$ cat config.mk
export PLATFORM = sky130hd
export DESIGN_NAME = queued_melody_tone_sequencer_flat
export DESIGN_NICKNAME = d
export VERILOG_FILES = /design/src/rtl/qmts_pkg.sv /design/src/rtl/qmts_req_if.sv /design/src/rtl/qmts_res_if.sv /design/src/rtl/qmts_event_fifo.sv /design/src/rtl/qmts_note_player.sv /design/src/rtl/queued_melody_tone_sequencer.sv /design/src/flat_wrapper.sv
export VERILOG_INCLUDE_DIRS = /design/src /design/src/rtl
export SDC_FILE = /design/constraint.sdc
export NUM_CORES = 1
export LEC_CHECK = 0
export BUFFER_PORTS_ARGS = -buffer_cell sky130_fd_sc_hd__clkbuf_2
export CAP_MARGIN = 30
export CORE_MARGIN = 1.5
export CORE_UTILIZATION = 25
export DETAILED_ROUTE_END_ITERATION = 10
export HOLD_SLACK_MARGIN = 0.08
export SETUP_SLACK_MARGIN = 0.3
export SYNTH_ARGS = -nofsm -noshare
export SYNTH_HDL_FRONTEND = slang
export SYNTH_SLANG_ARGS = --single-unit
$ cat constraint.sdc
create_clock -name i_clk -period 7.85 [get_ports i_clk]
set_input_delay 0 -clock i_clk [delete_from_list [all_inputs] [get_ports i_clk]]
set_output_delay 0 -clock i_clk [all_outputs]
set_load 0.01 [all_outputs]
$ cat src/rtl/queued_melody_tone_sequencer_macros.svh
// ----------------------------------------------------------------------------
// Assertion macros for the melody tone sequencer
// Shared same-cycle and next-cycle implication checks on i_clk and i_rst_n.
// ----------------------------------------------------------------------------
`ifndef QUEUED_MELODY_TONE_SEQUENCER_MACROS_SVH
`define QUEUED_MELODY_TONE_SEQUENCER_MACROS_SVH

// Same-cycle implication, disabled while reset is asserted.
`define QMTS_ASSERT_IMP(label, ante, cons) \
    label: assert property (@(posedge i_clk) disable iff (!i_rst_n) (ante) |-> (cons)) \
        else $error("sequencer check failed");

// Next-cycle implication, disabled while reset is asserted.
`define QMTS_ASSERT_NXT(label, ante, cons) \
    label: assert property (@(posedge i_clk) disable iff (!i_rst_n) (ante) |=> (cons)) \
        else $error("sequencer check failed");

`endif

$ cat src/rtl/qmts_pkg.sv
// ----------------------------------------------------------------------------
// Melody tone sequencer package
// Request and status codes, the melody ROM and the control bundles.
// ----------------------------------------------------------------------------
`default_nettype none

package qmts_pkg;

    localparam int NOTE_TOTAL = 24;

    typedef enum logic [2:0] {
        ACT_TICK       = 3'd0,
        ACT_PLAY       = 3'd1,
        ACT_LOOP_START = 3'd2,
        ACT_LOOP_STOP  = 3'd3,
        ACT_SILENCE    = 3'd4
    } t_action;

    typedef enum logic [1:0] {
        ST_ACCEPTED = 2'd0,
        ST_DROPPED  = 2'd1,
        ST_IGNORED  = 2'd2,
        ST_TICK     = 2'd3
    } t_status;

    // Requests to the event FIFO; applied in the order clear, pop, push.
    typedef struct packed {
        logic       clear;
        logic       pop;
        logic       push;
        logic [2:0] push_event;
    } t_fifo_ctl;

    // What the note player reports for the item in flight.
    typedef struct packed {
        logic        busy;
        logic        ended;
        logic [11:0] tone_hz;
        logic [2:0]  cur_event;
    } t_play_sts;

    function automatic logic [4:0] mel_first(input logic [2:0] ev);
        logic [4:0] r;
        case (ev)
            3'd0:    r = 5'd0;
            3'd1:    r = 5'd3;
            3'd2:    r = 5'd6;
            3'd3:    r = 5'd9;
            3'd4:    r = 5'd13;
            3'd5:    r = 5'd15;
            3'd6:    r = 5'd18;
            default: r = 5'd23;
        endcase
        return r;
    endfunction

    function automatic logic [2:0] mel_len(input logic [2:0] ev);
        logic [2:0] r;
        case (ev)
            3'd3:    r = 3'd4;
            3'd4:    r = 3'd2;
            3'd6:    r = 3'd5;
            3'd7:    r = 3'd1;
            default: r = 3'd3;
        endcase
        return r;
    endfunction

    // Absolute ROM slot of a note, clamped to the last entry.
    function automatic logic [4:0] note_slot(input logic [2:0] ev, input logic [2:0] idx);
        logic [5:0] sum;
        sum = {1'b0, mel_first(ev)} + {3'b000, idx};
        return (sum < 6'(NOTE_TOTAL)) ? sum[4:0] : 5'(NOTE_TOTAL - 1);
    endfunction

    function automatic logic [11:0] note_hz(input logic [4:0] slot);
        logic [11:0] r;
        case (slot)
            5'd0, 5'd5:                 r = 12'd1568;
            5'd1, 5'd4:                 r = 12'd2093;
            5'd2, 5'd3:                 r = 12'd2637;
            5'd6, 5'd7, 5'd8:           r = 12'd2900;
            5'd9, 5'd10, 5'd11, 5'd12:  r = 12'd3300;
            5'd13, 5'd14, 5'd18, 5'd20: r = 12'd1200;
            5'd15:                      r = 12'd1760;
            5'd16:                      r = 12'd2200;
            5'd17:                      r = 12'd2640;
            5'd19, 5'd21:               r = 12'd1600;
            5'd22:                      r = 12'd2400;
            default:                    r = 12'd900;
        endcase
        return r;
    endfunction

    function automatic logic [10:0] note_on(input logic [4:0] slot);
        logic [10:0] r;
        case (slot)
            5'd0, 5'd1, 5'd15, 5'd16:          r = 11'd70;
            5'd2, 5'd17:                       r = 11'd150;
            5'd3, 5'd4:                        r = 11'd80;
            5'd5, 5'd23:                       r = 11'd180;
            5'd6, 5'd7, 5'd8:                  r = 11'd130;
            5'd9, 5'd10, 5'd11:                r = 11'd160;
            5'd12:                             r = 11'd320;
            5'd13, 5'd14, 5'd18, 5'd19,
            5'd20, 5'd21:                      r = 11'd100;
            5'd22:                             r = 11'd220;
            default:                           r = 11'd180;
        endcase
        return r;
    endfunction

    function automatic logic [10:0] note_off(input logic [4:0] slot);
        logic [10:0] r;
        case (slot)
            5'd0, 5'd1, 5'd3, 5'd4:       r = 11'd45;
            5'd6, 5'd7:                   r = 11'd90;
            5'd9, 5'd10, 5'd11:           r = 11'd70;
            5'd13:                        r = 11'd60;
            5'd14:                        r = 11'd2000;
            5'd15, 5'd16:                 r = 11'd40;
            5'd18, 5'd19, 5'd20, 5'd21:   r = 11'd55;
            default:                      r = 11'd0;
        endcase
        return r;
    endfunction

endpackage

`default_nettype wire

$ cat src/rtl/qmts_req_if.sv
// ----------------------------------------------------------------------------
// Request channel interface
// Carries one request or tick item with a valid/ready handshake.
// ----------------------------------------------------------------------------
`default_nettype none

interface qmts_req_if;
    logic       valid;
    logic       ready;
    logic [2:0] action;
    logic [2:0] event_req;

    modport source (output valid, output action, output event_req, input ready);
    modport sink   (input valid, input action, input event_req, output ready);
endinterface

`default_nettype wire

$ cat src/rtl/qmts_res_if.sv
// ----------------------------------------------------------------------------
// Result channel interface
// Carries one result item with a valid/ready handshake.
// ----------------------------------------------------------------------------
`default_nettype none

interface qmts_res_if;
    logic        valid;
    logic        ready;
    logic [11:0] tone_hz;
    logic        busy_res;
    logic [1:0]  status;
    logic [2:0]  queue_level;

    modport source (output valid, output tone_hz, output busy_res, output status,
                    output queue_level, input ready);
    modport sink   (input valid, input tone_hz, input busy_res, input status,
                    input queue_level, output ready);
endinterface

`default_nettype wire

$ cat src/rtl/qmts_event_fifo.sv
// ----------------------------------------------------------------------------
// Event FIFO
// Circular queue of melody events with clear, pop and push in the same cycle.
// ----------------------------------------------------------------------------
`default_nettype none
`include "queued_melody_tone_sequencer_macros.svh"

module qmts_event_fifo #(
    parameter int DEPTH = 4,
    parameter int AW    = (DEPTH > 1) ? $clog2(DEPTH) : 1,
    parameter int CW    = $clog2(DEPTH + 1)
) (
    input  wire                      i_clk,
    input  wire                      i_rst_n,
    input  wire qmts_pkg::t_fifo_ctl i_ctl,
    output logic [CW-1:0]            o_count,
    output logic [CW-1:0]            o_next_count,
    output logic [2:0]               o_head_event
);

    logic [2:0]    r_mem [DEPTH];
    logic [AW-1:0] r_head, n_head;
    logic [CW-1:0] r_count, n_count;

    logic [AW-1:0] head_b, head_p, slot;
    logic [CW-1:0] cnt_b, cnt_p;
    logic [AW:0]   slot_sum;
    logic          push_ok;
    logic          do_push;

    always_comb begin
        head_b = i_ctl.clear ? '0 : r_head;
        cnt_b  = i_ctl.clear ? '0 : r_count;
        if (i_ctl.pop) begin
            head_p = (head_b == AW'(DEPTH - 1)) ? '0 : head_b + AW'(1);
            cnt_p  = cnt_b - CW'(1);
        end else begin
            head_p = head_b;
            cnt_p  = cnt_b;
        end
        push_ok   = (cnt_p < CW'(DEPTH));
        do_push   = i_ctl.push && push_ok;
        // Sum stays below twice the depth, so one subtract wraps it.
        slot_sum  = {1'b0, head_p} + (AW + 1)'(cnt_p);
        slot      = (slot_sum >= (AW + 1)'(DEPTH)) ? AW'(slot_sum - (AW + 1)'(DEPTH))
                                                   : slot_sum[AW-1:0];
        n_head    = head_p;
        n_count   = cnt_p + CW'(do_push);
    end

    always_ff @(posedge i_clk) begin
        if (!i_rst_n) begin
            r_head  <= '0;
            r_count <= '0;
        end else begin
            r_head  <= n_head;
            r_count <= n_count;
        end
    end

    always_ff @(posedge i_clk) begin
        if (do_push) begin
            r_mem[slot] <= i_ctl.push_event;
        end
    end

    assign o_count      = r_count;
    assign o_next_count = n_count;
    assign o_head_event = r_mem[r_head];

    `QMTS_ASSERT_IMP(a_count_bound, 1'b1, r_count <= CW'(DEPTH))
    `QMTS_ASSERT_IMP(a_pop_nonempty, i_ctl.pop, r_count != '0)
    `QMTS_ASSERT_NXT(a_clear_level, i_ctl.clear && !i_ctl.pop, r_count <= CW'(1))

endmodule

`default_nettype wire

$ cat src/rtl/qmts_note_player.sv
// ----------------------------------------------------------------------------
// Note player
// Holds the melody in progress and steps its notes and gaps on each tick.
// ----------------------------------------------------------------------------
`default_nettype none

module qmts_note_player (
    input  wire                      i_clk,
    input  wire                      i_rst_n,
    input  wire                      i_en,
    input  wire                      i_tick,
    input  wire                      i_start,
    input  wire [2:0]                i_start_event,
    output logic                     o_playing,
    output qmts_pkg::t_play_sts      o_sts
);

    logic        r_playing, n_playing;
    logic [2:0]  r_cur, n_cur;
    logic [2:0]  r_idx, n_idx;
    logic        r_gap, n_gap;
    logic [10:0] r_ms, n_ms;

    logic        play;
    logic [2:0]  cur, idx, idx_nx;
    logic        gap;
    logic [10:0] ms;
    logic [4:0]  slot_cur;

    always_comb begin
        // A popped event starts at its first note in the same tick.
        play     = i_start || r_playing;
        cur      = i_start ? i_start_event : r_cur;
        idx      = i_start ? 3'd0 : r_idx;
        gap      = i_start ? 1'b0 : r_gap;
        slot_cur = qmts_pkg::note_slot(cur, idx);
        ms       = i_start ? qmts_pkg::note_on(slot_cur) : r_ms;
        idx_nx   = idx + 3'd1;

        n_playing     = r_playing;
        n_cur         = r_cur;
        n_idx         = r_idx;
        n_gap         = r_gap;
        n_ms          = r_ms;
        o_sts.tone_hz = 12'd0;
        o_sts.ended   = 1'b0;

        if (i_tick && play) begin
            o_sts.tone_hz = gap ? 12'd0 : qmts_pkg::note_hz(slot_cur);
            n_playing     = 1'b1;
            n_cur         = cur;
            n_idx         = idx;
            n_gap         = gap;
            n_ms          = ms;
            if (ms > 11'd1) begin
                n_ms = ms - 11'd1;
            end else if (!gap && qmts_pkg::note_off(slot_cur) != 11'd0) begin
                n_gap = 1'b1;
                n_ms  = qmts_pkg::note_off(slot_cur);
            end else begin
                n_gap = 1'b0;
                if (idx_nx >= qmts_pkg::mel_len(cur)) begin
                    n_playing   = 1'b0;
                    n_idx       = 3'd0;
                    n_ms        = 11'd0;
                    o_sts.ended = 1'b1;
                end else begin
                    n_idx = idx_nx;
                    n_ms  = qmts_pkg::note_on(qmts_pkg::note_slot(cur, idx_nx));
                end
            end
        end

        o_sts.busy      = play;
        o_sts.cur_event = cur;
    end

    assign o_playing = r_playing;

    always_ff @(posedge i_clk) begin
        if (!i_rst_n) begin
            r_playing <= 1'b0;
            r_cur     <= 3'd0;
            r_idx     <= 3'd0;
            r_gap     <= 1'b0;
            r_ms      <= 11'd0;
        end else if (i_en) begin
            r_playing <= n_playing;
            r_cur     <= n_cur;
            r_idx     <= n_idx;
            r_gap     <= n_gap;
            r_ms      <= n_ms;
        end
    end

endmodule

`default_nettype wire

$ cat src/rtl/queued_melody_tone_sequencer.sv
// ----------------------------------------------------------------------------
// Queued melody tone sequencer
// Buzzer melody sequencer with an event FIFO, loop control and a note ROM.
// ----------------------------------------------------------------------------
// Usage:
// i_req carries one item per handshake: a one-millisecond tick or a request
// (play, start loop, stop loop, silence) with a melody number. Every item
// gives exactly one result item on o_res, in order.
// For a tick, o_res carries the buzzer frequency for that millisecond, the
// busy flag and status tick; for a request it carries the request status.
// queue_level is the FIFO fill after the item.
// An accepted item is held in the input register while the sequencer and
// FIFO update on its way into the result register, which drives o_res.
// One item is accepted per cycle while o_res drains.
// When o_res.ready is low the result register holds, the input register
// fills, and i_req.ready drops until the result is taken.
// Reset clears the FIFO, the loop and the player; the looped melody number
// resets to 4. The first item can be accepted right after reset.
// ----------------------------------------------------------------------------
`default_nettype none
`include "queued_melody_tone_sequencer_macros.svh"

module queued_melody_tone_sequencer #(
    parameter int FIFO_DEPTH = 4
) (
    input  wire        i_clk,
    input  wire        i_rst_n,
    qmts_req_if.sink   i_req,
    qmts_res_if.source o_res
);

    localparam int AW = (FIFO_DEPTH > 1) ? $clog2(FIFO_DEPTH) : 1;
    localparam int CW = $clog2(FIFO_DEPTH + 1);

    logic        r_in_valid, n_in_valid;
    logic [2:0]  r_action;
    logic [2:0]  r_event;
    logic        r_out_valid, n_out_valid;
    logic [11:0] r_tone;
    logic        r_busy;
    logic [1:0]  r_status;
    logic [2:0]  r_level;

    logic        r_loop_armed, n_loop_armed;
    logic [2:0]  r_looped, n_looped;

    logic                advance;
    logic                take_in;
    logic                is_tick;
    logic                start;
    logic                player_playing;
    qmts_pkg::t_fifo_ctl fifo_ctl;
    qmts_pkg::t_play_sts play_sts;
    qmts_pkg::t_status   status;
    logic [CW-1:0]       fifo_count;
    logic [CW-1:0]       fifo_next_count;
    logic [2:0]          fifo_head_event;

    assign advance     = r_in_valid && (!r_out_valid || o_res.ready);
    assign i_req.ready = !r_in_valid || advance;
    assign take_in     = i_req.valid && i_req.ready;
    assign is_tick     = (r_action == qmts_pkg::ACT_TICK);
    assign start       = advance && is_tick && !player_playing && fifo_count != '0;

    qmts_event_fifo #(
        .DEPTH (FIFO_DEPTH),
        .AW    (AW),
        .CW    (CW)
    ) u_fifo (
        .i_clk        (i_clk),
        .i_rst_n      (i_rst_n),
        .i_ctl        (fifo_ctl),
        .o_count      (fifo_count),
        .o_next_count (fifo_next_count),
        .o_head_event (fifo_head_event)
    );

    qmts_note_player u_player (
        .i_clk         (i_clk),
        .i_rst_n       (i_rst_n),
        .i_en          (advance),
        .i_tick        (is_tick),
        .i_start       (start),
        .i_start_event (fifo_head_event),
        .o_playing     (player_playing),
        .o_sts         (play_sts)
    );

    always_comb begin
        fifo_ctl.clear      = 1'b0;
        fifo_ctl.pop        = 1'b0;
        fifo_ctl.push       = 1'b0;
        fifo_ctl.push_event = r_event;
        n_loop_armed        = r_loop_armed;
        n_looped            = r_looped;
        status              = qmts_pkg::ST_IGNORED;

        case (r_action)
            qmts_pkg::ACT_TICK: begin
                status              = qmts_pkg::ST_TICK;
                fifo_ctl.pop        = start;
                // A looped melody queues itself again when it ends.
                fifo_ctl.push       = play_sts.ended && r_loop_armed
                                      && (play_sts.cur_event == r_looped);
                fifo_ctl.push_event = play_sts.cur_event;
            end
            qmts_pkg::ACT_PLAY: begin
                fifo_ctl.push = 1'b1;
                status        = (fifo_count < CW'(FIFO_DEPTH)) ? qmts_pkg::ST_ACCEPTED
                                                               : qmts_pkg::ST_DROPPED;
            end
            qmts_pkg::ACT_LOOP_START: begin
                n_looped       = r_event;
                n_loop_armed   = 1'b1;
                fifo_ctl.clear = 1'b1;
                fifo_ctl.push  = 1'b1;
                status         = qmts_pkg::ST_ACCEPTED;
            end
            qmts_pkg::ACT_LOOP_STOP: begin
                if (r_loop_armed && r_looped == r_event) begin
                    n_loop_armed   = 1'b0;
                    fifo_ctl.clear = 1'b1;
                    status         = qmts_pkg::ST_ACCEPTED;
                end
            end
            qmts_pkg::ACT_SILENCE: begin
                n_loop_armed   = 1'b0;
                fifo_ctl.clear = 1'b1;
                status         = qmts_pkg::ST_ACCEPTED;
            end
            default: begin
                status = qmts_pkg::ST_IGNORED;
            end
        endcase

        if (!advance) begin
            fifo_ctl.clear = 1'b0;
            fifo_ctl.pop   = 1'b0;
            fifo_ctl.push  = 1'b0;
            n_loop_armed   = r_loop_armed;
            n_looped       = r_looped;
        end

        n_in_valid = take_in ? 1'b1 : (advance ? 1'b0 : r_in_valid);
        if (advance) begin
            n_out_valid = 1'b1;
        end else if (o_res.ready) begin
            n_out_valid = 1'b0;
        end else begin
            n_out_valid = r_out_valid;
        end
    end

    always_ff @(posedge i_clk) begin
        if (!i_rst_n) begin
            r_in_valid   <= 1'b0;
            r_out_valid  <= 1'b0;
            r_loop_armed <= 1'b0;
            r_looped     <= 3'd4;
        end else begin
            r_in_valid   <= n_in_valid;
            r_out_valid  <= n_out_valid;
            r_loop_armed <= n_loop_armed;
            r_looped     <= n_looped;
        end
    end

    always_ff @(posedge i_clk) begin
        if (take_in) begin
            r_action <= i_req.action;
            r_event  <= i_req.event_req;
        end
        if (advance) begin
            r_tone   <= play_sts.tone_hz;
            r_busy   <= play_sts.busy;
            r_status <= status;
            r_level  <= 3'(fifo_next_count);
        end
    end

    assign o_res.valid       = r_out_valid;
    assign o_res.tone_hz     = r_tone;
    assign o_res.busy_res    = r_busy;
    assign o_res.status      = r_status;
    assign o_res.queue_level = r_level;

    `QMTS_ASSERT_NXT(a_advance_shows, advance, r_out_valid)
    `QMTS_ASSERT_IMP(a_start_on_tick, start, is_tick && fifo_ctl.pop)
    `QMTS_ASSERT_IMP(a_ready_empty, !r_in_valid, i_req.ready)

endmodule

`default_nettype wire
$ cat src/flat_wrapper.sv
// flat-port wrapper written by rule: the top's interface ports become plain ports
module queued_melody_tone_sequencer_flat 
#(
    parameter int FIFO_DEPTH = 4
)
  (i_clk, i_rst_n, i_req_valid, i_req_action, i_req_event_req, i_req_ready, o_res_valid, o_res_tone_hz, o_res_busy_res, o_res_status, o_res_queue_level, o_res_ready);
  qmts_req_if i_req_i ();
  qmts_res_if o_res_i ();
  input  wire i_clk;
  input  wire i_rst_n;
  input wire logic [$bits(i_req_i.valid)-1:0] i_req_valid;
  input wire logic [$bits(i_req_i.action)-1:0] i_req_action;
  input wire logic [$bits(i_req_i.event_req)-1:0] i_req_event_req;
  output wire logic [$bits(i_req_i.ready)-1:0] i_req_ready;
  output wire logic [$bits(o_res_i.valid)-1:0] o_res_valid;
  output wire logic [$bits(o_res_i.tone_hz)-1:0] o_res_tone_hz;
  output wire logic [$bits(o_res_i.busy_res)-1:0] o_res_busy_res;
  output wire logic [$bits(o_res_i.status)-1:0] o_res_status;
  output wire logic [$bits(o_res_i.queue_level)-1:0] o_res_queue_level;
  input wire logic [$bits(o_res_i.ready)-1:0] o_res_ready;
  assign i_req_i.valid = i_req_valid;
  assign i_req_i.action = i_req_action;
  assign i_req_i.event_req = i_req_event_req;
  assign i_req_ready = i_req_i.ready;
  assign o_res_valid = o_res_i.valid;
  assign o_res_tone_hz = o_res_i.tone_hz;
  assign o_res_busy_res = o_res_i.busy_res;
  assign o_res_status = o_res_i.status;
  assign o_res_queue_level = o_res_i.queue_level;
  assign o_res_i.ready = o_res_ready;
  queued_melody_tone_sequencer #(.FIFO_DEPTH(FIFO_DEPTH)) u_core (.i_clk(i_clk), .i_rst_n(i_rst_n), .i_req(i_req_i), .o_res(o_res_i));
endmodule
==> impl_metrics.yaml, run 1 <==
outcome:
  status: "finished, final reports clean"
logic_synthesis:
  synth_area_um2: 5300
  synth_cells: 626
  yosysWarningCount: 0
  avgSynthCellArea_um2: 8.47
  ys.flop_type: "edfxtp_1"
  syn_nets: 668
  synth_cell_type_count: 90
  synthArstFlopShare_pct: 0
  yosysSeqAreaShare_pct: 31.2
  synth_edf_count: 35
  ys_seq_elements: 65
floorplanning:
  fp.coreArea_um2: 20900
  io_pins: 30
  die_height_um: 149
  die_area_um2: 22100
  rows: 53
  start_util_pct: 25.4
  die_w_um: 149
worst_setup_path:
  critical_path_class: "reg -> reg"
  start_kind: "register"
  critPathMaxStageDelay_ps: 560
  cp.required_ps: 8080
  crit_path_max_fanout: 6
  crit_top_cell: "ha_1"
  arrival_ps: 7320
  slowest_stage: "mux4_2"
  critPathCaptureType: "register"
clock_network:
  htree_levels: 3
  clock_latency_ps: 340
  clockBufferDepth: 2
  clock-sinks: 65
  clkTransAtPathRegs_ps: 50
  numCtsBuffers: 9
  cts_tree: "built"
  clock-root-buffer: "clkbuf_16"
timing:
  grt_setup_unrepaired: "yes"
  relSlewSlack_pct: 35.8
  slew_violations: 0
  fmax_ghz: 0.141
  setup_viol_count_final: 0
  tightest_slew_ps: 957
  post-route-period-util_pct: 90.3
  min_period_ps: 7090
  skew_ps: 5.43
  fin_tns_setup_ps: 0
  finalHoldViolations: 0
pwr:
  pwr-share-seq_pct: 43.1
  clock_power_share_pct: 51.1
  power.switching_mw: 0.186
  combPwrFrac_pct: 5.8
  p_int_mw: 0.672
  power_mw: 0.858
  irDropWorstVdd_mv: 0.0670
  switching_share_pct: 21.7
  p_leak_nw: 2.45
  power_density_nw_per_um2: 137
route:
  drt-pass1-iter-count: 8
  num_vias: 4924
  postRouteAntennaNets: 0
  viasPerCell: 5.24
  routed_wl_mm: 15.1
  drcViolationCount: 0
  dr.first_iter.drc_count: 495
  wl_per_cell_um: 16.1
grt:
  busiest_layer: "met2"
  use_met2_pct: 20.9
  use_met1_pct: 19.4
  overflow: 0
  use_met3_pct: 3.13
  grt_pass1_wl_mm: 24.4
  grt_use_total_pct: 14.0
  antenna_found_initial: 0
  grt_max_degree: 35
  grt_pass1_vias: 4506
finish:
  area_growth_pct: 17.7
  antenna_cells: 0
  drive_gt1_share_pct: 15.9
  fin_nets: 702
flow_run:
  maxCapViolCount: 0
min_path:
  hp-class: "in -> reg"
place:
  gp_congestion: 0.921
  dp_hpwl_mm: 11.2
  portBuffers: 28
layout make-up:
type                    instances  area, µm²
well taps                     275        344
multi-input cells             508       3470
clock inverters                 5       80.1
inverters                      21       78.8
flip-flops and latches         65       1660
fillers                      2232      14600
clock buffers                  11        243
repair buffers                 55        369
cells by family after synthesis:
| group | synth area share [%] |
|---|---|
| AND/OR/NAND/NOR | 24.5 |
| XOR/XNOR | 4.46 |
| flip-flops | 31.2 |
| AO/OA/AOI/OAI | 23.0 |
| buffers and inverters | 4.63 |
| other | 0.0707 |
| adder cells (fa/ha/maj) | 7.84 |
| multiplexers | 4.39 |
final timing paths:
check | from | slack [ps] | to | cells after the start
worst min register to register | u_core.u_player.r_idx[1] | 480 | u_core.u_player.r_idx[1] | 1
worst max register to register | u_core.u_fifo.r_head[0] | 760 | u_core.u_fifo.o_count[2] | 35
worst min-delay path | i_rst_n | 280 | u_core.r_looped[2] | 2
worst max-delay path | u_core.u_fifo.r_head[0] | 760 | u_core.u_fifo.o_count[2] | 35
layout by cell type (no fill, tap or decap), drive strengths merged, types with 8 or more instances in the layout:
master	count
and2	24
nand4	8
nor3	13
xor2	9
edfxtp	35
nand3	27
a21o	11
ha	30
a21oi	46
nor2b	8
inv	21
a31oi	14
buf	18
and3	8
dfxtp	30
mux2i	12
xnor2	18
dlygate4sd3	9
o21ai	46
nand2	77
nor2	48
clkbuf	39
worst max-delay path: cells and delay by family (launching register included):
kind            cells  cell delay (ps)
simple gates       12             1830
mux                 2              760
flops               1              390
xor+xnor            1              160
buf+inv             3              410
fa+ha+maj           5             1250
compound gates     12             2200
flip-flops by register name, indices dropped and copies added (netlist names), 2 cells and up:
name,cells
u_core.u_fifo.r_head,2
u_core.u_player.r_cur,3
u_core.o_res.status,2
u_core.r_event,3
u_core.u_player.r_ms,11
u_core.r_looped,3
u_core.u_fifo.r_mem,12
u_core.u_player.r_idx,3
u_core.r_action,3
u_core.o_res.tone_hz,11
u_core.o_res.queue_level,3
u_core.u_fifo.o_count,3
metal layers:
metal	up-vias	share of wire [%]	routed length [µm]
li1	2376	-	-
met1	2333	47	7060
met2	180	44	6610
met3	35	6.8	1020
met4	0	2.8	420
met5	-	0	0
power by group through the flow:
stage | Combinational [mW] | Sequential (mW) | Clock, mW
2_1_floorplan | 0.0285 | 0.377 | 0
3_3_place_gp | 0.0425 | 0.378 | 0
3_5_place_dp | 0.0429 | 0.378 | 0
4_1_cts | 0.0470 | 0.371 | 0.446
5_1_grt | 0.0548 | 0.371 | 0.460
6_report | 0.0497 | 0.370 | 0.438
synthesized netlist by cell type, drive strengths merged, types with 12 or more instances:
master / number / area, µm²
nand2: 77 / 299
nor2: 48 / 183
a21oi: 46 / 238
o21ai: 46 / 238
edfxtp: 35 / 1050
dfxtp: 30 / 601
ha: 30 / 375
nand3: 27 / 140
and2: 24 / 153
inv: 21 / 78.8
clkbuf: 19 / 71.3
xnor2: 18 / 158
a31oi: 14 / 103
buf: 13 / 95.1
nor3: 13 / 81.3
mux2i: 12 / 120
per-stage QoR:
step	instance area, µm²	worst slack, ps	util, %	cells	hold WS [ps]
CTS	6160	309	29.5	936	286
global route	6240	286	29.9	940	353
detailed placement	5720	58.0	27.4	911	180
global placement	5720	281	27.4	911	180
finish	6240	762	29.9	940	278
floorplan	5300	754	-	626	98.9
what timing repair did:
action,CTS,global route
hold endpoints to repair,8,0
pin swaps,1,2
resized for setup,2,17
setup endpoints to repair,6,25
hold buffers,9,0
buffers inserted,0,4
No activity file was read; power rests on OpenSTA's default activity.
==> inputs of run 2 (changes only) <==
GPL_TIMING_DRIVEN = 0   (was not set)
PLACE_DENSITY_LB_ADDON = 0.2   (was not set)
SYNTH_HIERARCHICAL = 1   (was not set)
==> run 2 against run 1 <==
  * Die area up 0.11%
  * Largest power group unchanged
  * Global-route usage up 1.7 points
  * Sequential cell count up 1
  * Critical endpoint is now u_core/u_fifo/o_count[2]
  * Clock power down 11%
  * Setup slack worse by 40 ps
  * Maximum frequency down 0.56%
  * Critical path depth down 3
  * Routed wire length up 12%
  * Cell count up 2.2%
  * Sequential share of layout area down 1.1 points
  * Non-clock buffer count up 45
==> impl_metrics.yaml, run 2 <==
pwr:
  irDropWorstVdd_mv: 0.0979
  power_density_nw_per_um2: 123
  power.switching_mw: 0.204
  clock_power_share_pct: 48.0
  combPwrFrac_pct: 5.9
  p_leak_nw: 2.69
  pwr-share-seq_pct: 46.1
  p_int_mw: 0.608
  switching_share_pct: 25.2
route:
  viasPerCell: 5.20
  drcViolationCount: 0
  num_vias: 5000
  dr.first_iter.drc_count: 287
  wl_per_cell_um: 17.6
  routed_wl_mm: 16.9
  drt-pass1-iter-count: 5
  postRouteAntennaNets: 0
clock_network:
  clock_latency_ps: 360
  cts_tree: "built"
  clock-sinks: 66
  clockBufferDepth: 2
  clock-root-buffer: "clkbuf_16"
  clkTransAtPathRegs_ps: 60
  numCtsBuffers: 9
  htree_levels: 3
grt:
  grt_pass1_wl_mm: 26.9
  grt_use_total_pct: 15.8
  overflow: 0
  grt_max_degree: 23
  antenna_found_initial: 0
  grt_pass1_vias: 4889
logic_synthesis:
  yosysMostFrequentCell: "nand2_1"
  synth_area_um2: 5310
  yosysTopAreaCellShare_pct: 20.4
  avgSynthCellArea_um2: 8.80
  ys_seq_elements: 66
  ys.flop_type: "edfxtp_1"
  synth_edf_count: 36
  synth.area.top_cells: "edfxtp_1 20%, dfxtp_1 11%, ha_1 6.4%, nand2_1 4.1%, a21oi_1 4.0%"
  yosysWarningCount: 6
  synth_cells: 603
  synth_cell_type_count: 87
  synthArstFlopShare_pct: 0
  yosys.area.top_type: "edfxtp_1"
  syn_nets: 642
  synth_commonest_cells: "58 x nand2_1, 48 x nor2_1, 42 x a21oi_1"
  yosysSeqAreaShare_pct: 31.7
worst_setup_path:
  slowest_stage: "xnor2_2"
  cp.required_ps: 8150
  critPathCaptureType: "register"
  start_kind: "register"
  critPathMaxStageDelay_ps: 520
  crit_top_cell: "inv_1"
  crit_path_max_fanout: 10
  critical_path_class: "reg -> reg"
  arrival_ps: 7420
timing:
  worst_hold_slack_ps: 374
  finalHoldViolations: 0
  grt_setup_unrepaired: "no"
  slew_violations: 0
  post-route-period-util_pct: 90.8
  relSlewSlack_pct: 38.9
  layout_setup_ws_ps: 722
  min_period_ps: 7130
  fin_tns_setup_ps: 0
  tightest_slew_ps: 911
  fmax_ghz: 0.140
  setup_viol_count_final: 0
  skew_ps: 16.0
place:
  dp_hpwl_mm: 12.7
  portBuffers: 29
  post_dp_cell_area_um2: 5800
  pre_cts_slack_ps: -1820
  gp_congestion: 0.897
finish:
  antenna_cells: 0
  final_common_cell: "nand2_1"
  fin_nets: 720
  drive_gt1_share_pct: 23.6
  finalInstanceArea_um2: 6610
  area_growth_pct: 24.6
  most-common-layout-cells: "56 x nand2_1, 44 x nor2_1, 40 x a21oi_1, 36 x edfxtp_1, 33 x clkbuf_2"
floorplanning:
  die_height_um: 149
  fp.coreArea_um2: 21000
  die_w_um: 149
  die_area_um2: 22100
  io_pins: 30
  start_util_pct: 25.3
  rows: 53
outcome:
  status: "finished, final reports clean"
flow_run:
  maxCapViolCount: 0
min_path:
  hp-class: "in -> reg"
==> run 2: cell count changes after synthesis, moves of 6 or more <==
cell / delta
nand2_1: -17
o21ai_0: -15
nand3_1: -13
nor3_1: +10
and2_1: -8
nor2b_1: +7
xnor2_1: -6
==> run 2: routing by layer <==
| layer | vias to the layer above | track usage (%) | wire length, µm | part of all wire, % |
|---|---|---|---|---|
| li1 | 2406 | - | - | - |
| met1 | 2424 | 20.5 | 7700 | 46 |
| met2 | 140 | 26.0 | 7990 | 47 |
| met3 | 30 | 3.22 | 809 | 4.8 |
| met4 | 0 | 5.25 | 405 | 2.4 |
| met5 | - | 0 | 0 | 0 |
==> run 2: through the flow <==
stage	util, %	cells	power [mW]
floorplan	-	603	0.407
global placement	27.7	907	0.422
detailed placement	27.7	907	0.422
CTS	30.5	945	0.821
global route	31.6	961	0.843
finish	31.6	961	0.813
==> run 2: kinds of logic (layout without fill, tap and decap cells) <==
family,count (synthesis),in the layout,synth area share (%)
AO/OA/AOI/OAI,180,180,24.1
XOR/XNOR,26,26,4.60
adder cells (fa/ha/maj),29,29,7.12
buffers and inverters,58,141,4.86
flip-flops,66,66,31.7
multiplexers,19,19,5.33
other,1,1,0.0707
AND/OR/NAND/NOR,224,224,22.3
==> run 2: area by class of cell <==
cell class | count | area (µm²)
Clock buffer | 9 | 225
Clock inverter | 7 | 53.8
Timing Repair Buffer | 67 | 482
Inverter | 25 | 101
Tap cell | 275 | 344
Fill cell | 2263 | 14300
Sequential cell | 66 | 1680
Multi-Input combinational cell | 479 | 3550
Buffer | 33 | 179
==> run 2: final timing paths <==
check / slack, ps / start / to / depth (start not counted)
worst min register to register: 490 / u_core/u_player/r_idx[1] / u_core/u_player/r_idx[1] / 2
worst min-delay path: 370 / i_req_event_req[1] / u_core/r_event[1] / 2
worst max-delay path: 720 / u_core/r_action[2] / u_core/u_fifo/o_count[2] / 32
worst max register to register: 720 / u_core/r_action[2] / u_core/u_fifo/o_count[2] / 32
==> run 2: what timing repair did <==
item	4_1_cts	5_1_grt
pin swaps	4	9
resized for setup	32	23
setup buffers	11	15
endpoints found under the setup margin	34	18
hold endpoints to repair	17	0
hold buffers	11	0
==> run 2: power by group through the flow <==
stage	Sequential, mW	Clock, mW	Combinational (mW)
floorplan	0.384	0	0.0236
global placement	0.382	0	0.0394
detailed placement	0.382	0	0.0398
CTS	0.375	0.400	0.0456
global route	0.375	0.415	0.0529
finish	0.375	0.390	0.0479
==> run 2: worst max-delay path: cells and delay by family (launching register included) <==
kind,cells,cell delay (ps)
fa+ha+maj,5,1230
simple gates,15,2880
xor+xnor,2,680
buf+inv,7,1160
compound gates,2,460
flops,1,360
mux,1,290
